### config.mk
export PLATFORM = sky130hd
export DESIGN_NAME = ktl_ctrl
export DESIGN_NICKNAME = d
export VERILOG_FILES = /design/src/design/ktl_pkg.sv /design/src/design/ktl_ctrl.sv
export SDC_FILE = /design/constraint.sdc
export NUM_CORES = 1
export LEC_CHECK = 0
export ABC_AREA = 1
export BUFFER_PORTS_ARGS = -buffer_cell sky130_fd_sc_hd__buf_2
export CELL_PAD_IN_SITES_DETAIL_PLACEMENT = 1
export CELL_PAD_IN_SITES_GLOBAL_PLACEMENT = 1
export CORE_AREA = 3 3 40 42
export CTS_BUF_LIST = sky130_fd_sc_hd__clkbuf_16
export DETAILED_ROUTE_END_ITERATION = 7
export DIE_AREA = 0 0 43 45
export PLACE_DENSITY_LB_ADDON = 0.12
export SLEW_MARGIN = 20
export SYNTH_ARGS = -nofsm -noshare
export SYNTH_HDL_FRONTEND = slang
export SYNTH_SLANG_ARGS = --single-unit
### constraint.sdc
create_clock -name clk -period 1.82 [get_ports clk]
set_input_delay 0.091 -clock clk [delete_from_list [all_inputs] [get_ports clk]]
set_output_delay 0.091 -clock clk [all_outputs]
set_load 0.005 [all_outputs]
### src/design/ktl_pkg.sv
// Shared constants, codes and controller/datapath interface types for the keyword trie.
package ktl_pkg;

  // Node table size and alphabet
  localparam int MAX_NODES  = 128;
  localparam int ALPHABET   = 26;
  localparam int NODE_W     = $clog2(MAX_NODES);
  localparam int USED_W     = $clog2(MAX_NODES + 1);
  localparam int LINK_DEPTH = MAX_NODES * ALPHABET;
  localparam int LINK_AW    = $clog2(LINK_DEPTH);
  localparam int LETTER_W   = $clog2(ALPHABET);

  // Character codes
  localparam logic [7:0] CHAR_A = 8'h61;
  localparam logic [7:0] CHAR_Z = CHAR_A + 8'(ALPHABET - 1);

  // Word kinds
  localparam logic KIND_LOOKUP = 1'b0;
  localparam logic KIND_INSERT = 1'b1;

  // Key failure codes, also the insert status codes
  typedef enum logic [1:0] {
    FAIL_NONE = 2'd0,
    FAIL_FULL = 2'd1,
    FAIL_BAD  = 2'd2
  } fail_t;

  // Controller to datapath
  typedef struct packed {
    logic clear;     // clear one child-link entry
    logic accept;    // take the input word, start child-link read
    logic walk;      // apply the link read, step the cursor
    logic load_out;  // load the result register
  } ktl_cmd_t;

  // Datapath to controller
  typedef struct packed {
    logic clr_last;  // last child-link entry being cleared
    logic item_end;  // word in flight ends its key
    logic out_free;  // result register can take a new word
  } ktl_stat_t;

endpackage

### src/design/ktl_ctrl.sv
// Sequencer for the keyword trie: clearing pass, word accept, link step, result load.
module ktl_ctrl (
  input  logic              clk,
  input  logic              rst,
  input  logic              in_valid,
  output logic              in_stall,
  input  ktl_pkg::ktl_stat_t st,
  output ktl_pkg::ktl_cmd_t  cmd
);
  import ktl_pkg::*;

  typedef enum logic [1:0] {
    S_CLEAR,
    S_IDLE,
    S_LINK,
    S_RESULT
  } ctrl_state_t;

  ctrl_state_t state;

  // State register
  always_ff @(posedge clk) begin
    if (rst) begin
      state <= S_CLEAR;
    end else begin
      unique case (state)
        S_CLEAR: begin
          if (st.clr_last) state <= S_IDLE;
        end
        S_IDLE: begin
          if (in_valid) state <= S_LINK;
        end
        S_LINK: begin
          state <= st.item_end ? S_RESULT : S_IDLE;
        end
        S_RESULT: begin
          if (st.out_free) state <= S_IDLE;
        end
        default: state <= S_CLEAR;
      endcase
    end
  end

  // Commands
  always_comb begin
    cmd = '0;
    unique case (state)
      S_CLEAR:  cmd.clear    = 1'b1;
      S_IDLE:   cmd.accept   = in_valid;
      S_LINK:   cmd.walk     = 1'b1;
      S_RESULT: cmd.load_out = st.out_free;
      default:  cmd = '0;
    endcase
  end

  assign in_stall = (state != S_IDLE);

endmodule

==> results of run 1 <==
==> layer usage <==
layer  vias up  wire, um
met4         0        20
met5         -         0
met2         8       241
met3         2        42
met1        91       199
li1        113         -
==> final cells by class <==
class,instances,area (um^2),area share (%)
Sequential cell,2,40.04,10.70
Multi-Input combinational cell,20,128.9,34.45
Timing Repair Buffer,10,50.05,13.38
Clock buffer,3,75.07,20.07
Tap cell,15,18.77,5.017
Inverter,9,61.31,16.39
==> metrics by stage <==
stage / area [um^2] / power [W] / hold WS, ns / std cells
floorplan: 230.2 / 0.0002449 / 0.2462 / 31
global placement: 299.0 / 0.0003089 / 0.3440 / 56
detailed placement: 299.0 / 0.0003099 / 0.3458 / 56
CTS: 374.1 / 0.0006472 / 0.1171 / 59
global route: 374.1 / 0.0006775 / 0.1384 / 59
finish: 374.1 / 0.0006334 / 0.1181 / 59
==> report_power, final <==
part / leakage (nW) / internal, W / switching (W)
Sequential: 0.0166 / 0.0000601 / 0.0000128
Combinational: 0.175 / 0.000129 / 0.000101
Clock: 0.0370 / 0.000280 / 0.0000507
==> worst max-delay path, stage by stage, from the launching register on <==
cell and delay [ns]:
dfxtp_1 0.35, bufinv_8 0.19, ha_1 0.19, inv_1 0.11, buf_2 0.13
==> cells by family after synthesis <==
logic type	count (synthesis)	synth area share (%)
simple gates	15	29.35
buf+inv	9	26.63
fa+ha+maj	4	21.74
flops	2	17.39
compound gates	1	4.891
==> synth_stat cells <==
master / instances
a21boi_2: 1
nand3_2: 1
dfxtp_1: 2
nor2_1: 4
ha_1: 4
bufinv_8: 2
nand2_2: 2
inv_1: 7
nand2_1: 8
==> final timing paths <==
kind / start / to
worst min-delay path: rst / state[0]
worst min register to register: state[1] / state[1]
worst max register to register: state[0] / state[1]
worst max-delay path: state[1] / in_stall
==> run_results.csv, run 1 <==
group,metric,value,unit
clock_network,clk_latency,0.22,ns
global_routing,grt_pass1_vias,222,
yosys,synthCells,31,
power,ir_worst_vdd,0.8928,mV
clock_network,cts_buffers,3,
place,dp_worst_setup_slack,0.5822,ns
setup_path,cp-end-kind,"output port",
job,maxCapViolCount,0,
clock_network,cts.sinks,2,
global_routing,top_usage_layer,"met2",
final_layout,regMostFlops,"state",
timing,min_period_over_period,70.41,%
route,drt_first_pass_iters,1,
route,routed_wl,503,um
timing,setup-tns-final,0,ns
yosys,synth_area_per_cell,7.426,um^2
route,drc_errors,0,
yosys,ys_top_cells_by_area,"ha_1 (22%), dfxtp_1 (17%), bufinv_8 (15%)",
final_layout,layout_commonest_cell,"buf_2",
final_layout,final_layout_size_suffix_gt1_share,43.18,%
yosys,synth_top_area_share,21.74,%
run_status,outcome,"completed",
timing,setup_viol_count_final,0,
final_layout,layout_common_cells,"buf_2 (10), nand2_1 (8), inv_1 (7), nor2_1 (4), ha_1 (4)",
global_routing,gr-usage-met3,3.984,%
global_routing,use_met2,10.78,%
clock_network,cts_max_path_buffers,2,
route,drtAntennaViolNets,0,
timing,tightest_slew,0.1138,ns
yosys,yosysWarnings,0,
yosys,yosysSeqAreaShare,17.39,%
timing,final_max_slew_viol_count,0,
timing,rsz0062_at_grt,"false",
final_layout,layout.nets,56,
setup_path,startpoint_type,"register",
setup_path,rrSetupSlack,0.60,ns
die,core.rowCount,13,
die,die_area,1935,um^2
power,power_density,1693,nW/um^2
timing,skew,0.001477,ns
setup_path,critPathMaxFanout,3,
clock_network,root_buffer,"clkbuf_16",
final_layout,antenna_cells,0,
hold_path,holdPathStages,4,
clock_network,h-tree-depth,1,
clock_network,path_clk_slew,0.03,ns
power,leakage,0.2285,nW
global_routing,antenna_found_initial,0,
clock_network,cts_setup_buffers,0,
die,die_h,45,um
die,die_x,43,um
timing,timing.fmax,780.4,MHz
setup_path,reg2regPathDepth,5,
clock_network,cts_tree,"yes",
place,portBuffers,10,
timing,final.setup.worst_slack,0.5386,ns
global_routing,gr-total-overflow,0,
timing,worst_slew_margin_rel,92.41,%
final_layout,syn2layout_area_growth,62.50,%
die,initial_utilization,17.92,%
yosys,ys_types,9,
setup_path,arrival,1.19,ns
route,initialDrtViolationCount,0,
final_layout,largest_reg_flops,2,
timing,final_hold_viol_count,0,
place,gp_congestion,0.6667,
global_routing,grt_use_met1,5.263,%
clock_network,cts_hold_buf,0,
die,io_pins,11,
global_routing,grt_max_degree,5,
hold_path,holdCritPathClass,"in2reg",
yosys,netlist_area,230.2,um^2
yosys,synth_seq_cells,2,
yosys,synth_nets,41,
route,via_per_inst,3.627,
setup_path,cp.required,1.73,ns
die,core_area,1285,um^2
global_routing,grt_pass1_wl,869,um
final_layout,reg_top3,"state (2)",
setup_path,crit_type,"reg2out",
global_routing,track_usage,6.645,%
route,routedWlPerCell,8.525,um
final_layout,num-fill-cells,155,
timing,min_period,1.281,ns
yosys,synth_largest_area_cell,"ha_1",
clock_network,cts_resized,0,
route,vias,214,
final_layout,final_util,29.11,%
Note: power is estimated with default switching activity, not from simulation.
==> run 2: changes to the inputs <==
--- a/config.mk
+++ b/config.mk
@@ -5,7 +5,7 @@
 export SDC_FILE = /design/constraint.sdc
 export NUM_CORES = 1
 export LEC_CHECK = 0
-export ABC_AREA = 1
+export ABC_AREA = 0
 export BUFFER_PORTS_ARGS = -buffer_cell sky130_fd_sc_hd__buf_2
 export CELL_PAD_IN_SITES_DETAIL_PLACEMENT = 1
 export CELL_PAD_IN_SITES_GLOBAL_PLACEMENT = 1
==> constraint.sdc (replaced) <==
create_clock -name clk -period 1.3 [get_ports clk]
set_input_delay 0.065 -clock clk [delete_from_list [all_inputs] [get_ports clk]]
set_output_delay 0.065 -clock clk [all_outputs]
set_load 0.005 [all_outputs]
==> run 2 against run 1 <==
  * The run now ends with negative setup slack left
  * Global-route usage increased by 0.99 points
  * Wire length increased by 17%
  * Count of clock-buffer cells in the layout unchanged
  * Setup slack got worse by 0.67 ns
  * Core utilization increased by 5.2 points
  * Clock power increased by 38%
  * Critical endpoint is now state[0]
==> run_results.csv, run 2 <==
group,metric,value,unit
run_status,outcome,"finished with violations",
run_status,violations,"negative setup slack",
final_layout,layout_common_cells,"buf_2 (10), buf_4 (9), inv_1 (4), nor2_1 (3), clkbuf_16 (3)",
yosys,synth_simple_gate_area_share,17.93,%
yosys,synth_top_family_by_area,"adder cells",
yosys,netlist_area,181.4,um^2
power,ir_worst_vdd,0.9764,mV
global_routing,grt_max_degree,5,
route,drtAntennaViolNets,0,
yosys,synth_largest_area_cell,"ha_1",
yosys,synth_fa_ha_area_share,27.59,%
timing,skew,0.0007371,ns
clock_network,h-tree-depth,1,
timing,rsz0062_at_grt,"true",
global_routing,antenna_found_initial,0,
final_layout,layout.nets,57,
yosys,synth-xor-area-share,0,%
place,dp_worst_setup_slack,-0.1825,ns
clock_network,path_clk_slew,0.03,ns
final_layout,regArea,42.54,um^2
yosys,ys_top_cells_by_area,"ha_1 (28%), dfxtp_1 (22%), inv_1 (12%)",
job,maxCapViolCount,0,
setup_path,cp-end-kind,"register",
hold_path,hold_path_startpoint,"rst",
final_layout,final_layout_size_suffix_gt1_share,71.11,%
final_layout,finalInstanceArea,440.4,um^2
timing,worst_slew_margin_rel,82.50,%
yosys,synthCells,22,
power,leakage,0.2307,nW
route,drc_errors,0,
yosys,synth_area_per_cell,8.247,um^2
setup_path,r2r_start,"state[0]",
route,routed_wl,590,um
die,die_area,1935,um^2
route,via_per_inst,3.767,
setup_path,cp.required,1.40,ns
die,die_h,45,um
place,portBuffers,10,
yosys,synth_flop_cell,"dfxtp_1",
place,post_dp_cell_area,310.3,um^2
timing,final_max_slew_viol_count,0,
yosys,synth_seq_cells,2,
setup_path,startpoint_type,"register",
die,core.rowCount,13,
setup_path,critPathMaxFanout,3,
global_routing,gr-total-overflow,0,
place,gp_congestion,0.7397,
die,initial_utilization,14.12,%
die,core_area,1285,um^2
yosys,synth_nets,32,
clock_network,cts_hold_buf,0,
final_layout,regMostFlops,"state",
final_layout,layout_commonest_cell,"buf_2",
yosys,ys_types,11,
timing,setup_viol_count_final,2,
timing,final.setup.worst_slack,-0.1339,ns
power,power_density,1976,nW/um^2
final_layout,syn2layout_area_growth,142.8,%
clock_network,cts_buffers,3,
final_layout,antenna_cells,0,
route,drt_first_pass_iters,4,
setup_path,setup.worst_path.start,"state[0]",
clock_network,root_buffer,"clkbuf_16",
yosys,synth_top_area_share,27.59,%
yosys,synth_compound_area_share,8.276,%
final_layout,num-fill-cells,157,
route,routedWlPerCell,9.833,um
clock_network,cts_max_path_buffers,2,
hold_path,holdCritPathClass,"in2reg",
yosys,synth_common_cells,"inv_1 (6), ha_1 (4), nor2_1 (3), dfxtp_1 (2)",
timing,min_period,1.434,ns
yosys,yosysMostFrequentCell,"inv_1",
route,initialDrtViolationCount,1,
die,die_x,43,um
clock_network,cts_tree,"yes",
die,io_pins,11,
route,vias,226,
clock_network,cts.sinks,2,
timing,final_hold_viol_count,0,
yosys,synth_enable_flop_cells,0,
final_layout,reg_top3,"state (2)",
timing,min_period_over_period,110.3,%
global_routing,grt_pass1_vias,240,
yosys,yosysWarnings,0,
final_layout,largest_reg_flops,2,
global_routing,grt_pass1_wl,1048,um
timing,tightest_slew,0.2625,ns
yosys,synth-async-reset-ratio,0,%
setup_path,arrival,1.53,ns
final_layout,multi_input_area,152.6,um^2
yosys,synthMuxAreaShare,11.72,%
yosys,yosysSeqAreaShare,22.07,%
setup_path,crit_type,"reg2reg",
timing,timing.fmax,697.4,MHz
global_routing,track_usage,7.635,%
clock_network,clk_latency,0.22,ns
-- run 2: report_power, final --
group          total [W]  internal (W)  switching, W
sequential     0.0000959     0.0000792     0.0000167
clock           0.000455      0.000391     0.0000640
combinational   0.000319      0.000202      0.000117
total           0.000870      0.000672      0.000198
-- run 2: cell families after synthesis --
logic type / after synthesis
buffers and inverters: 6
AND/OR/NAND/NOR: 6
adder cells (fa/ha/maj): 4
AO/OA/AOI/OAI: 2
multiplexers: 2
flip-flops: 2
-- run 2: stage by stage --
step | hold WS (ns) | power, W | TNS [ns] | util [%] | instances
floorplan | 0.2188 | 0.0002063 | -0.1257 | - | 22
global placement | 0.3900 | 0.0003492 | -0.2671 | 24.15 | 53
detailed placement | 0.3863 | 0.0003544 | -0.3168 | 24.15 | 53
CTS | 0.1685 | 0.0008891 | -0.2085 | 34.27 | 60
global route | 0.1962 | 0.0009348 | -0.3785 | 34.27 | 60
finish | 0.1615 | 0.0008701 | -0.1927 | 34.27 | 60
-- run 2: final timing paths --
kind                   end  cells past startpoint  slack [ns]
setup reg to reg  state[0]                      5       -0.13
hold reg to reg   state[1]                      5        0.83
hold / removal    state[1]                      3        0.16
setup / recovery  state[0]                      5       -0.13
-- run 2: per-layer routing --
metal	global-route usage (%)	wire [um]	up-vias	share of wire (%)
li1	-	-	115	-
met1	7.637	240	102	41
met2	12.87	299	9	51
met3	3.187	49	0	8.3
met4	5.422	0	0	0
met5	0	0	-	0
-- run 2: layout make-up --
type,instances,share of cell area [%]
multi-input cells,14,34.66
repair buffers,20,29.26
clock buffers,3,17.05
flip-flops and latches,2,9.659
inverters,6,5.114
well taps,15,4.261
-- run 2: worst max-delay path: stages, from the launching register on --
cell and delay [ns]:
dfxtp_2 0.35, inv_2 0.06, ha_4 0.15, a222oi_1 0.30, buf_4 0.18, mux2_4 0.28
-- run 2: timing repair --
action                                  CTS  global route
setup buffers                             4             0
gates resized for setup                   6             0
pin swaps                                 1             0
endpoints found under the setup margin    2             3
==> run 3: changes to the inputs <==
--- a/config.mk
+++ b/config.mk
@@ -13,7 +13,7 @@
 export CTS_BUF_LIST = sky130_fd_sc_hd__clkbuf_16
 export DETAILED_ROUTE_END_ITERATION = 7
 export DIE_AREA = 0 0 43 45
-export PLACE_DENSITY_LB_ADDON = 0.12
+export PLACE_DENSITY_LB_ADDON = 0.2
 export SLEW_MARGIN = 20
 export SYNTH_ARGS = -nofsm -noshare
 export SYNTH_HDL_FRONTEND = slang
==> constraint.sdc (replaced) <==
create_clock -name clk -period 1.7 [get_ports clk]
set_input_delay 0.085 -clock clk [delete_from_list [all_inputs] [get_ports clk]]
set_output_delay 0.085 -clock clk [all_outputs]
set_load 0.005 [all_outputs]
==> run 3 against run 2 <==
  * The flow now finishes without violations
  * Count of clock-buffer cells in the layout unchanged
  * Clock power is 23% lower
  * Critical endpoint unchanged
  * Combinational power fell by 61%
  * First-iteration DRC count rose to 4.0 times the previous value
  * Die area is the same
  * Power shrank 37%
  * Core utilization decreased by 8.4 points
  * Critical path type unchanged
  * Flip-flop and latch count unchanged
  * Fmax shrank 8.2%
  * Non-clock buffer count is 9 lower
  * Setup slack improved by 0.27 ns
  * Largest power group unchanged
==> run_results.csv, run 3 (synthesis results as in run 2) <==
group,metric,value,unit
global_routing,gr-total-overflow,0,
job,maxCapViolCount,0,
timing,final_max_slew_viol_count,0,
route,routedWlPerCell,9.157,um
global_routing,grt_pass1_wl,800,um
final_layout,antenna_cells,0,
final_layout,layout_commonest_cell,"buf_2",
die,die_area,1935,um^2
power,power_density,1635,nW/um^2
place,placed_cells,48,
setup_path,crit_type,"reg2reg",
place,portBuffers,10,
timing,min_period,1.562,ns
run_status,outcome,"completed",
timing,timing.fmax,640.3,MHz
timing,rsz0062_at_grt,"false",
final_layout,layout_common_cells,"buf_2 (10), inv_1 (6), ha_1 (4), nor2_1 (3), clkbuf_16 (3)",
timing,final.setup.worst_slack,0.1381,ns
route,initialDrtViolationCount,4,
die,die_h,45,um
clock_network,path_clk_slew,0.03,ns
place,dp_worst_setup_slack,0.1311,ns
place,dp_hpwl,390.3,um
timing,final_hold_viol_count,0,
route,drtAntennaViolNets,0,
route,via_per_inst,3.902,
final_layout,regMostFlops,"state",
clock_network,cts_resized,0,
setup_path,critPathMaxFanout,3,
timing,tightest_slew,0.3840,ns
clock_network,root_buffer,"clkbuf_16",
clock_network,cts.sinks,2,
timing,setup_viol_count_final,0,
setup_path,arrival,1.66,ns
global_routing,antenna_found_initial,0,
final_layout,instances_no_fill,51,
route,drt_first_pass_iters,4,
clock_network,cts_buffers,3,
die,core_area,1285,um^2
power,leakage,0.1804,nW
global_routing,track_usage,6.234,%
place,gp_congestion,0.6425,
die,die_x,43,um
final_layout,syn2layout_area_growth,83.45,%
final_layout,final_layout_size_suffix_gt1_share,41.67,%
final_layout,largest_reg_flops,2,
route,routed_wl,467,um
clock_network,cts_hold_buf,0,
global_routing,grt_max_degree,5,
final_layout,reg_top3,"state (2)",
die,io_pins,11,
clock_network,clk_latency,0.22,ns
global_routing,grt_pass1_vias,209,
route,drc_errors,0,
final_layout,layout.nets,48,
clock_network,h-tree-depth,1,
timing,min_period_over_period,91.87,%
power,ir_worst_vdd,0.5768,mV
setup_path,cp-end-kind,"register",
die,initial_utilization,14.12,%
clock_network,cts_max_path_buffers,2,
route,vias,199,
timing,worst_slew_margin_rel,74.40,%
timing,skew,0.002130,ns
hold_path,holdCritPathClass,"in2reg",
die,core.rowCount,13,
setup_path,startpoint_type,"register",
clock_network,cts_tree,"yes",
setup_path,cp.required,1.80,ns
clock_network,cts_setup_buffers,0,
timing,setup-tns-final,0,ns
==> run 3: changes by cell type in the layout (fill, tap and decap cells not counted), moves of 2 or more <==
cell,change
buf_4,-8
ha_1,+3
dfxtp_2,-2
inv_2,-2
inv_1,+2
ha_4,-2
dfxtp_1,+2
==> run 3: stage by stage <==
step                      util [%]  total power (W)  instance area [um^2]  hold WS [ns]
final                        25.90        0.0005441                 332.8        0.1987
after global routing         25.90        0.0005799                 332.8        0.2334
after CTS                    25.90        0.0005556                 332.8        0.2054
after detailed placement     20.06        0.0001986                 257.7        0.4201
after global placement       20.06        0.0001980                 257.7        0.4109
after floorplan                  -        0.0001424                 181.4        0.2588
==> run 3: worst paths after layout <==
path                                 end  slack [ns]     start  cells past startpoint
worst max-delay path            state[0]        0.14  state[0]                      4
worst min-delay path            state[1]        0.20       rst                      3
worst max register to register  state[0]        0.14  state[0]                      4
worst min register to register  state[1]        0.53  state[1]                      2
==> run 3: critical path, cell delays in order, from the launching register on <==
cell	delay, ns
dfxtp_1	0.36
inv_1	0.09
ha_1	0.22
a222oi_1	0.42
mux2_1	0.35
==> run 3: layout make-up <==
cell class,instances,area [um^2]
fillers,164,952.2
multi-input cells,14,118.9
clock buffers,3,75.07
repair buffers,11,57.56
flip-flops and latches,2,40.04
inverters,6,22.52
well taps,15,18.77
==> run 3: report_power, final <==
| group | switching [W] | total, W | leakage [nW] | internal, W |
|---|---|---|---|---|
| Sequential | 0.0000103 | 0.0000685 | 0.0164 | 0.0000581 |
| Clock | 0.0000505 | 0.000350 | 0.0370 | 0.000299 |
| Combinational | 0.0000583 | 0.000126 | 0.127 | 0.0000678 |
==> run 3: metal layers <==
layer	track usage [%]	vias up	wire, um
met1	5.036	91	188
met4	5.422	0	0
met3	4.781	0	57
li1	-	99	-
met5	0	-	0
met2	9.880	9	221
